`src/hdl/assert_macros.svh`:
```
// Assertion macros for the RTL files that check their own logic
`ifndef ASSERT_MACROS_SVH
`define ASSERT_MACROS_SVH

// Check a property at every rising clock edge outside reset
`define ASSERT_CLK(label, clk, rst, prop, msg) \
  label: assert property (@(posedge clk) disable iff (rst) (prop)) else $error(msg);

// Check a property at every rising clock edge, also during reset
`define ASSERT_ALWAYS(label, clk, prop, msg) \
  label: assert property (@(posedge clk) (prop)) else $error(msg);

`endif

```
`src/hdl/sdt_pkg.sv`:
```
`timescale 1ns / 1ps
// Shared types and constants of the SDT service descriptor parser
package sdt_pkg;

  localparam logic [7:0]  SVC_DESC_TAG       = 8'h48;
  localparam logic [7:0]  LEN_NIBBLE_MASK    = 8'h0F;
  localparam logic [11:0] MIN_SECTION_LENGTH = 12'd17;
  localparam logic [7:0]  FIRST_SVC_BYTE_POS = 8'd10;

  typedef enum logic [1:0] {
    KIND_NAME  = 2'd0,
    KIND_EMPTY = 2'd1,
    KIND_ERROR = 2'd2
  } kind_t;

  typedef enum logic [10:0] {
    PH_IDLE    = 11'b000_0000_0001,
    PH_HDR     = 11'b000_0000_0010,
    PH_SID_HI  = 11'b000_0000_0100,
    PH_SID_LO  = 11'b000_0000_1000,
    PH_FLAGS   = 11'b000_0001_0000,
    PH_LOOP_HI = 11'b000_0010_0000,
    PH_LOOP_LO = 11'b000_0100_0000,
    PH_TAG     = 11'b000_1000_0000,
    PH_LEN     = 11'b001_0000_0000,
    PH_BODY    = 11'b010_0000_0000,
    PH_DONE    = 11'b100_0000_0000
  } phase_t;

  typedef struct packed {
    logic        valid;
    kind_t       kind;
    logic [15:0] service_id;
    logic [7:0]  name_byte;
    logic        last;
  } result_t;

endpackage

```
`src/hdl/sdt_service_descriptor_parser.sv`:
```
`timescale 1ns / 1ps
// Top level of the SDT service descriptor parser
//
//   channel  direction  handshake              payload
//   input    in         in_valid / in_ready    data_byte, first_byte
//   result   out        out_valid / out_ready  kind, service_id, name_byte, last
//   config   in         wr_en                  wr_data (wanted service type)
//
// One section byte is taken per cycle while results are not stalled; its
// result, if any, is loaded into the result register as the parser takes it.
// The rate is set by the single parser state update per byte.
// rst is synchronous and clears the parse state; wanted type resets to 1.
// A stalled result holds the parser, which then holds the input register.
`include "assert_macros.svh"

module sdt_service_descriptor_parser #(
  parameter int MAX_SECTION_LENGTH = 1021
) (
  input  logic        clk,
  input  logic        rst,
  input  logic        in_valid,
  output logic        in_ready,
  input  logic [7:0]  data_byte,
  input  logic        first_byte,
  input  logic        wr_en,
  input  logic [7:0]  wr_data,
  output logic        out_valid,
  input  logic        out_ready,
  output logic [1:0]  kind,
  output logic [15:0] service_id,
  output logic [7:0]  name_byte,
  output logic        last
);

  logic             held_valid;
  logic [7:0]       held_byte;
  logic             held_first;
  logic             advance;
  logic [7:0]       wanted_service_type;
  sdt_pkg::result_t res;

  // advance the held item whenever the result register can take a result
  assign advance = held_valid && (!out_valid || out_ready);

  always_ff @(posedge clk) begin
    if (rst) begin
      wanted_service_type <= 8'd1;
    end else if (wr_en) begin
      wanted_service_type <= wr_data;
    end
  end

  sdt_in_stage u_in (
    .clk        (clk),
    .rst        (rst),
    .in_valid   (in_valid),
    .in_ready   (in_ready),
    .data_byte  (data_byte),
    .first_byte (first_byte),
    .advance    (advance),
    .held_valid (held_valid),
    .held_byte  (held_byte),
    .held_first (held_first)
  );

  sdt_parse_core #(
    .MAX_SECTION_LENGTH (MAX_SECTION_LENGTH)
  ) u_core (
    .clk                 (clk),
    .rst                 (rst),
    .advance             (advance),
    .data_byte           (held_byte),
    .first_byte          (held_first),
    .wanted_service_type (wanted_service_type),
    .res                 (res)
  );

  sdt_out_stage u_out (
    .clk        (clk),
    .rst        (rst),
    .load       (advance && res.valid),
    .res        (res),
    .out_valid  (out_valid),
    .out_ready  (out_ready),
    .kind       (kind),
    .service_id (service_id),
    .name_byte  (name_byte),
    .last       (last)
  );

  `ASSERT_CLK(a_kind_code, clk, rst, out_valid |-> (kind == sdt_pkg::KIND_NAME || kind == sdt_pkg::KIND_EMPTY || kind == sdt_pkg::KIND_ERROR), "result kind out of range")
  `ASSERT_CLK(a_error_form, clk, rst, (out_valid && kind == sdt_pkg::KIND_ERROR) |-> (last && service_id == 16'd0 && name_byte == 8'd0), "bad length result malformed")
  `ASSERT_CLK(a_empty_last, clk, rst, (out_valid && kind == sdt_pkg::KIND_EMPTY) |-> (last && name_byte == 8'd0), "empty name result malformed")
  `ASSERT_CLK(a_stall_holds, clk, rst, (held_valid && out_valid && !out_ready) |-> !in_ready, "input taken while parser stalled")

endmodule

```
`src/hdl/sdt_in_stage.sv`:
```
`timescale 1ns / 1ps
// Input register: holds one section byte until the parser takes it
module sdt_in_stage (
  input  logic       clk,
  input  logic       rst,
  input  logic       in_valid,
  output logic       in_ready,
  input  logic [7:0] data_byte,
  input  logic       first_byte,
  input  logic       advance,
  output logic       held_valid,
  output logic [7:0] held_byte,
  output logic       held_first
);

  logic accept;

  assign in_ready = !held_valid || advance;
  assign accept   = in_valid && in_ready;

  always_ff @(posedge clk) begin
    if (rst) begin
      held_valid <= 1'b0;
    end else if (accept) begin
      held_valid <= 1'b1;
    end else if (advance) begin
      held_valid <= 1'b0;
    end
  end

  always_ff @(posedge clk) begin
    if (accept) begin
      held_byte  <= data_byte;
      held_first <= first_byte;
    end
  end

endmodule

```
`src/hdl/sdt_parse_core.sv`:
```
`timescale 1ns / 1ps
// Section walker: header length check, service loop and descriptor decode
module sdt_parse_core #(
  parameter int MAX_SECTION_LENGTH = 1021
) (
  input  logic             clk,
  input  logic             rst,
  input  logic             advance,
  input  logic [7:0]       data_byte,
  input  logic             first_byte,
  input  logic [7:0]       wanted_service_type,
  output sdt_pkg::result_t res
);

  localparam int PW = $clog2(MAX_SECTION_LENGTH + 1);
  localparam logic [11:0] MaxLen = 12'(MAX_SECTION_LENGTH);

  logic [PW-1:0]     byte_position, byte_position_next;
  logic [PW-1:0]     section_end, section_end_next;
  sdt_pkg::phase_t   parse_phase, parse_phase_next;
  logic [15:0]       current_service, current_service_next;
  logic [11:0]       loop_remaining, loop_remaining_next;
  logic [7:0]        descriptor_tag, descriptor_tag_next;
  logic [7:0]        descriptor_length, descriptor_length_next;
  logic [7:0]        descriptor_offset, descriptor_offset_next;
  logic [7:0]        provider_name_length, provider_name_length_next;
  logic [7:0]        name_remaining, name_remaining_next;
  logic              type_selected, type_selected_next;

  logic [11:0]       len;
  logic [11:0]       need;
  logic [8:0]        name_len_at;
  logic [7:0]        off_next;
  logic [7:0]        name_dec;
  logic [PW-1:0]     pos_inc;
  logic              final_byte;

  assign len         = {data_byte[3:0] & 4'h0, 4'h0, 4'h0} | {section_end[3:0], data_byte};
  assign need        = {4'h0, data_byte} + 12'd2;
  assign name_len_at = {1'b0, provider_name_length} + 9'd2;
  assign off_next    = descriptor_offset + 8'd1;
  assign name_dec    = name_remaining - 8'd1;
  assign pos_inc     = byte_position + PW'(1);
  assign final_byte  = (pos_inc == section_end);

  always_comb begin
    byte_position_next        = byte_position;
    section_end_next          = section_end;
    parse_phase_next          = parse_phase;
    current_service_next      = current_service;
    loop_remaining_next       = loop_remaining;
    descriptor_tag_next       = descriptor_tag;
    descriptor_length_next    = descriptor_length;
    descriptor_offset_next    = descriptor_offset;
    provider_name_length_next = provider_name_length;
    name_remaining_next       = name_remaining;
    type_selected_next        = type_selected;
    res                       = '0;
    res.kind                  = sdt_pkg::KIND_NAME;

    if (first_byte) begin
      // restart: abandon whatever parse is in progress
      byte_position_next  = PW'(1);
      section_end_next    = '0;
      parse_phase_next    = sdt_pkg::PH_HDR;
      loop_remaining_next = '0;
      name_remaining_next = '0;
      type_selected_next  = 1'b0;
    end else if (parse_phase == sdt_pkg::PH_HDR) begin
      byte_position_next = pos_inc;
      if (byte_position == PW'(1)) begin
        section_end_next = PW'(data_byte[3:0] & sdt_pkg::LEN_NIBBLE_MASK[3:0]);
      end else if (byte_position == PW'(2)) begin
        if (len > MaxLen || len < sdt_pkg::MIN_SECTION_LENGTH) begin
          parse_phase_next = sdt_pkg::PH_IDLE;
          res.valid        = 1'b1;
          res.kind         = sdt_pkg::KIND_ERROR;
          res.last         = 1'b1;
        end else begin
          section_end_next = PW'(len - 12'd1);
        end
      end else if (byte_position >= PW'(sdt_pkg::FIRST_SVC_BYTE_POS)) begin
        parse_phase_next = sdt_pkg::PH_SID_HI;
      end
    end else if (parse_phase != sdt_pkg::PH_IDLE && parse_phase != sdt_pkg::PH_DONE) begin
      if (byte_position >= section_end) begin
        // CRC reached: drop everything up to the next section start
        parse_phase_next = sdt_pkg::PH_DONE;
      end else begin
        byte_position_next = pos_inc;
        case (parse_phase)
          sdt_pkg::PH_SID_HI: begin
            current_service_next = {data_byte, 8'h00};
            parse_phase_next     = sdt_pkg::PH_SID_LO;
          end
          sdt_pkg::PH_SID_LO: begin
            current_service_next = {current_service[15:8], data_byte};
            parse_phase_next     = sdt_pkg::PH_FLAGS;
          end
          sdt_pkg::PH_FLAGS: begin
            parse_phase_next = sdt_pkg::PH_LOOP_HI;
          end
          sdt_pkg::PH_LOOP_HI: begin
            loop_remaining_next = {data_byte[3:0], 8'h00};
            parse_phase_next    = sdt_pkg::PH_LOOP_LO;
          end
          sdt_pkg::PH_LOOP_LO: begin
            loop_remaining_next = {loop_remaining[11:8], data_byte};
            parse_phase_next    = ({loop_remaining[11:8], data_byte} != 12'd0) ?
                                  sdt_pkg::PH_TAG : sdt_pkg::PH_SID_HI;
          end
          sdt_pkg::PH_TAG: begin
            descriptor_tag_next = data_byte;
            parse_phase_next    = sdt_pkg::PH_LEN;
          end
          sdt_pkg::PH_LEN: begin
            descriptor_length_next    = data_byte;
            // clamp at zero when the descriptor overruns the loop
            loop_remaining_next       = (loop_remaining > need) ?
                                        (loop_remaining - need) : 12'd0;
            descriptor_offset_next    = '0;
            provider_name_length_next = '0;
            name_remaining_next       = '0;
            type_selected_next        = 1'b0;
            if (data_byte == 8'd0) begin
              parse_phase_next = (loop_remaining <= need) ?
                                 sdt_pkg::PH_SID_HI : sdt_pkg::PH_TAG;
            end else begin
              parse_phase_next = sdt_pkg::PH_BODY;
            end
          end
          sdt_pkg::PH_BODY: begin
            if (descriptor_tag == sdt_pkg::SVC_DESC_TAG) begin
              if (descriptor_offset == 8'd0) begin
                type_selected_next = (data_byte == wanted_service_type);
              end else if (descriptor_offset == 8'd1) begin
                provider_name_length_next = data_byte;
              end else if ({1'b0, descriptor_offset} == name_len_at) begin
                name_remaining_next = data_byte;
                if (type_selected && data_byte == 8'd0) begin
                  res.valid      = 1'b1;
                  res.kind       = sdt_pkg::KIND_EMPTY;
                  res.service_id = current_service;
                  res.last       = 1'b1;
                end
              end else if ({1'b0, descriptor_offset} > name_len_at &&
                           name_remaining != 8'd0) begin
                name_remaining_next = name_dec;
                if (type_selected) begin
                  res.valid      = 1'b1;
                  res.kind       = sdt_pkg::KIND_NAME;
                  res.service_id = current_service;
                  res.name_byte  = data_byte;
                  res.last       = (name_dec == 8'd0) ||
                                   (off_next == descriptor_length) || final_byte;
                end
              end
            end
            descriptor_offset_next = off_next;
            if (off_next == descriptor_length) begin
              parse_phase_next = (loop_remaining == 12'd0) ?
                                 sdt_pkg::PH_SID_HI : sdt_pkg::PH_TAG;
            end
          end
          default: begin
            parse_phase_next = sdt_pkg::PH_DONE;
          end
        endcase
      end
    end
  end

  always_ff @(posedge clk) begin
    if (rst) begin
      byte_position        <= '0;
      section_end          <= '0;
      parse_phase          <= sdt_pkg::PH_IDLE;
      current_service      <= '0;
      loop_remaining       <= '0;
      descriptor_tag       <= '0;
      descriptor_length    <= '0;
      descriptor_offset    <= '0;
      provider_name_length <= '0;
      name_remaining       <= '0;
      type_selected        <= 1'b0;
    end else if (advance) begin
      byte_position        <= byte_position_next;
      section_end          <= section_end_next;
      parse_phase          <= parse_phase_next;
      current_service      <= current_service_next;
      loop_remaining       <= loop_remaining_next;
      descriptor_tag       <= descriptor_tag_next;
      descriptor_length    <= descriptor_length_next;
      descriptor_offset    <= descriptor_offset_next;
      provider_name_length <= provider_name_length_next;
      name_remaining       <= name_remaining_next;
      type_selected        <= type_selected_next;
    end
  end

endmodule

```
`src/hdl/sdt_out_stage.sv`:
```
`timescale 1ns / 1ps
// Result register: holds one result item until the consumer takes it
module sdt_out_stage (
  input  logic             clk,
  input  logic             rst,
  input  logic             load,
  input  sdt_pkg::result_t res,
  output logic             out_valid,
  input  logic             out_ready,
  output logic [1:0]       kind,
  output logic [15:0]      service_id,
  output logic [7:0]       name_byte,
  output logic             last
);

  always_ff @(posedge clk) begin
    if (rst) begin
      out_valid <= 1'b0;
    end else if (load) begin
      out_valid <= 1'b1;
    end else if (out_ready) begin
      out_valid <= 1'b0;
    end
  end

  always_ff @(posedge clk) begin
    if (load) begin
      kind       <= res.kind;
      service_id <= res.service_id;
      name_byte  <= res.name_byte;
      last       <= res.last;
    end
  end

endmodule
```
`config.mk`:
```
export PLATFORM = sky130hd
export DESIGN_NAME = sdt_service_descriptor_parser
export DESIGN_NICKNAME = d
export VERILOG_FILES = /design/src/hdl/sdt_pkg.sv /design/src/hdl/sdt_service_descriptor_parser.sv /design/src/hdl/sdt_in_stage.sv /design/src/hdl/sdt_parse_core.sv /design/src/hdl/sdt_out_stage.sv
export VERILOG_INCLUDE_DIRS = /design/src /design/src/hdl
export SDC_FILE = /design/constraint.sdc
export NUM_CORES = 1
export LEC_CHECK = 0
export BUFFER_PORTS_ARGS = -buffer_cell sky130_fd_sc_hd__buf_2
export CORE_MARGIN = 1.5
export CORE_UTILIZATION = 35
export DETAILED_ROUTE_END_ITERATION = 7
export PLACE_DENSITY_LB_ADDON = 0.08
export SETUP_SLACK_MARGIN = 0.5
export SYNTH_ARGS = -nofsm -noshare
export SYNTH_HDL_FRONTEND = slang
export SYNTH_SLANG_ARGS = --single-unit
```
`constraint.sdc`:
```
create_clock -name clk -period 4.9 [get_ports clk]
set_input_delay 0.735 -clock clk [delete_from_list [all_inputs] [get_ports clk]]
set_output_delay 0.735 -clock clk [all_outputs]
set_load 0.05 [all_outputs]
```
==> results.cfg <==
[sta]
drv_slew = 0
post-route-worst-setup-slack_ns = 1.26
tightest_slew_ns = 0.994
final-hold-violation-count = 0
finClkSkew_ns = 0.0101
period_needed_ns = 3.64
setup-tns-final_ns = 0
fmaxAchievable_ghz = 0.275
relSlewSlack_pct = 33.5
fin_crit_sh_pct = 74.3
rsz0062_at_grt = false
final-setup-viol-count = 0

[clock_tree]
ctsHoldBuffers = 0
cts_num_sinks = 146
post_cts_buffers = 0
clock_path_buffers = 2
post_cts_resized = 0
cts_root_buffer = clkbuf_16
tritoncts = yes
htree_levels = 4
clock_latency_ns = 0.43
clk_pin_slew_ns = 0.07
cts_made_buffers = 17

[hold_path]
min_path_type = flip-flop to flip-flop

[die]
start_util_pct = 35.6
design.core.area_mm2 = 0.0242
die_w_um = 160
die_area_mm2 = 0.0256
rows = 57
die_y_um = 160
io_pins = 51

[finish]
fillers = 2519
multi_input_area_mm2 = 0.00499
seqCellArea_mm2 = 0.00328
syn_to_final_growth_pct = 13.5
antenna_cells = 0
fin_nets = 1087
drive_gt1_share_pct = 12.2
instances_no_fill = 1358

[global_routing]
grt_start_max_net_pins = 41
grt_pass1_wl_mm = 39.4
antenna_found_initial = 0
track_usage_pct = 19.6
overflow = 0
grt_pass1_vias = 6851

[worst_setup_path]
start_kind = flip-flop
path_buf_inv = 3
crit_type = flip-flop to flip-flop
end_kind = flip-flop
cpMaxStageDelayCell = a211oi_2
worstPathArrival_ns = 4.00
slowest_delay_ns = 0.79
crit_family = compound AO/OA/AOI/OAI gates
crit_required_ns = 5.25
path_max_fanout = 13
crit_chain = buf_4 -> inv_1 -> ha_1 -> inv_1 -> ha_1 -> nand2b_1 -> a211oi_1 -> o21ai_0 -> a211oi_2 -> o311ai_0 -> and3_1 -> o21ai_0

[synth]
synth_edf_count = 36
synth_top_area_share_pct = 25.5
synth_cell_types = 75
syn_nets = 1058
ys_ff_latch = 146
synthTopCellsByArea = dfxtp_1 (26%), edfxtp_1 (13%), ha_1 (6.2%)
avgSynthCellArea_um2 = 8.70
syn_area_mm2 = 0.00863
ys_warn_count = 0
synth_async_sr_flop_share_pct = 0
synth_top_area_cell = dfxtp_1
postSynthCellCount = 992
synth_sequential_area_ratio_pct = 38.0
ys.flop_type = dfxtp_1

[placed_design]
placed_cells = 1326
hpwl_mm = 18.0
port-buffer-count = 50
placement.setup.worst_slack_ns = 1.32
gp_congestion = 0.858

[route]
postRouteWirelength_mm = 24.7
drc_errors = 0
ant_nets = 0
dr.pass1.iters = 5
vias_per_cell = 5.37
wl_per_cell_um = 18.2
first_iter_violations = 518
vias = 7289

[power_and_ir_drop]
power.internal_mw = 2.09
ir_drop_mv = 0.189
switching_share_pct = 26.5
switching_power_mw = 0.753
pwr-share-seq_pct = 44.4
power.clock.fraction_pct = 48.5
p_total_mw = 2.84
p_per_area_mw_per_mm2 = 290
leakagePower_nw = 3.61
power_frac_comb_pct = 7.1

[status]
status = finished, final reports clean

[flow_run]
drv_cap = 0
==> worst paths after layout <==
| kind | from | end | slack (ns) | cells past startpoint |
|---|---|---|---|---|
| worst max register to register | u_in.held_byte[1] | u_core.loop_remaining[9] | 1.26 | 12 |
| worst min-delay path | u_core.current_service[14] | u_core.current_service[14] | 0.45 | 2 |
| worst max-delay path | u_in.held_byte[1] | u_core.loop_remaining[9] | 1.26 | 12 |
| worst min register to register | u_core.current_service[14] | u_core.current_service[14] | 0.45 | 2 |
==> cells in the final DEF (no fill, tap or decap), drive strengths merged, types with 9 or more instances in the layout <==
| cell type | synthesis | routed |
|---|---|---|
| a21oi | 69 | 69 |
| a22o | 12 | 12 |
| and2 | 30 | 30 |
| and3 | 12 | 12 |
| buf | 10 | 68 |
| clkbuf | 48 | 17 |
| dfxtp | 110 | 110 |
| edfxtp | 36 | 36 |
| ha | 43 | 43 |
| inv | 33 | 41 |
| mux2i | 26 | 26 |
| nand2 | 91 | 91 |
| nand3 | 52 | 52 |
| nand4 | 14 | 14 |
| nor2 | 73 | 73 |
| nor2b | 9 | 9 |
| nor3 | 21 | 21 |
| nor4 | 21 | 21 |
| o211ai | 18 | 18 |
| o21ai | 43 | 43 |
| o31ai | 10 | 10 |
| or3 | 22 | 22 |
| or4 | 11 | 11 |
| xnor2 | 33 | 33 |
| xor2 | 34 | 34 |
==> registers in the layout, summed over array words and instances (netlist names), 2 cells and up <==
signal / cells
u_core.section_end: 10
u_out.service_id: 16
u_core.descriptor_offset: 8
u_out.name_byte: 8
u_core.current_service: 16
u_out.kind: 2
u_core.descriptor_tag: 8
u_core.parse_phase: 11
u_in.held_byte: 8
u_core.byte_position: 10
wanted_service_type: 8
u_core.provider_name_length: 8
u_core.name_remaining: 8
u_core.loop_remaining: 12
u_core.descriptor_length: 8
==> logic make-up after synthesis <==
logic type / Yosys count / share of synthesized area, %
adder cells (fa/ha/maj): 44 / 6.46
XOR/XNOR: 67 / 6.80
multiplexers: 26 / 3.01
flip-flops: 146 / 38.0
AO/OA/AOI/OAI: 221 / 17.0
buffers and inverters: 91 / 4.19
AND/OR/NAND/NOR: 397 / 24.5
==> Yosys cell counts (5+ instances only) <==
cell type and instances:
nor2_1 73, a21oi_1 68, a211o_1 8, o211ai_1 18, clkbuf_1 47, dfxtp_1 110
nor3_1 19, inv_1 33, mux2i_1 26, a22o_1 12, and4_1 6, and3_1 12
and2_1 30, a22oi_1 8, nand4b_1 5, or3b_2 5, buf_2 6, nand3_1 52
a31oi_1 6, or4_1 11, o31ai_1 10, a211oi_1 6, or3_1 22, or2_2 8
nand4_1 14, xnor2_1 33, o21ai_0 43, nor4_1 18, nor2b_1 9, nand2b_1 5
ha_1 43, nand2_1 91, edfxtp_1 36, xor2_1 34
==> stage by stage <==
step / hold slack (ns) / util [%] / instance area [µm²]
after floorplan: 0.427 / - / 8630
after detailed placement: 0.441 / 37.9 / 9190
after global placement: 0.435 / 37.9 / 9190
final: 0.447 / 40.4 / 9800
after global routing: 0.464 / 40.4 / 9800
after CTS: 0.449 / 40.4 / 9800
==> final cells by class <==
cell class	instances	share of cell area, %
clock buffer	17	4.34
clock inverter	15	1.93
inverter	33	1.26
multi-input combinational	755	50.9
sequential	146	33.5
tap	324	4.13
timing repair buffer	68	3.93
==> power groups by stage <==
stage	combinational [mW]	sequential [mW]	clock (mW)
floorplan	0.141	1.28	0
global placement	0.202	1.29	0
detailed placement	0.201	1.29	0
CTS	0.202	1.26	1.41
global route	0.223	1.26	1.45
finish	0.202	1.26	1.38
==> routing by layer <==
metal | up-vias | global-route usage (%) | wire length (µm) | share of wire, %
li1 | 3678 | - | - | -
met1 | 3441 | 27.5 | 12400 | 50
met2 | 147 | 31.4 | 11100 | 45
met3 | 23 | 2.83 | 894 | 3.6
met4 | 0 | 5.27 | 325 | 1.3
met5 | - | 0 | 0 | 0
==> worst register-to-register path, delay by kind of cell (launching register included) <==
family | cells | cell delay (ns)
adder cells (fa/ha/maj) | 2 | 0.69
AND/OR/NAND/NOR | 2 | 0.34
buffers and inverters | 3 | 0.56
flip-flops | 1 | 0.33
AO/OA/AOI/OAI | 5 | 1.65
Power figures use the tool's default switching activity.
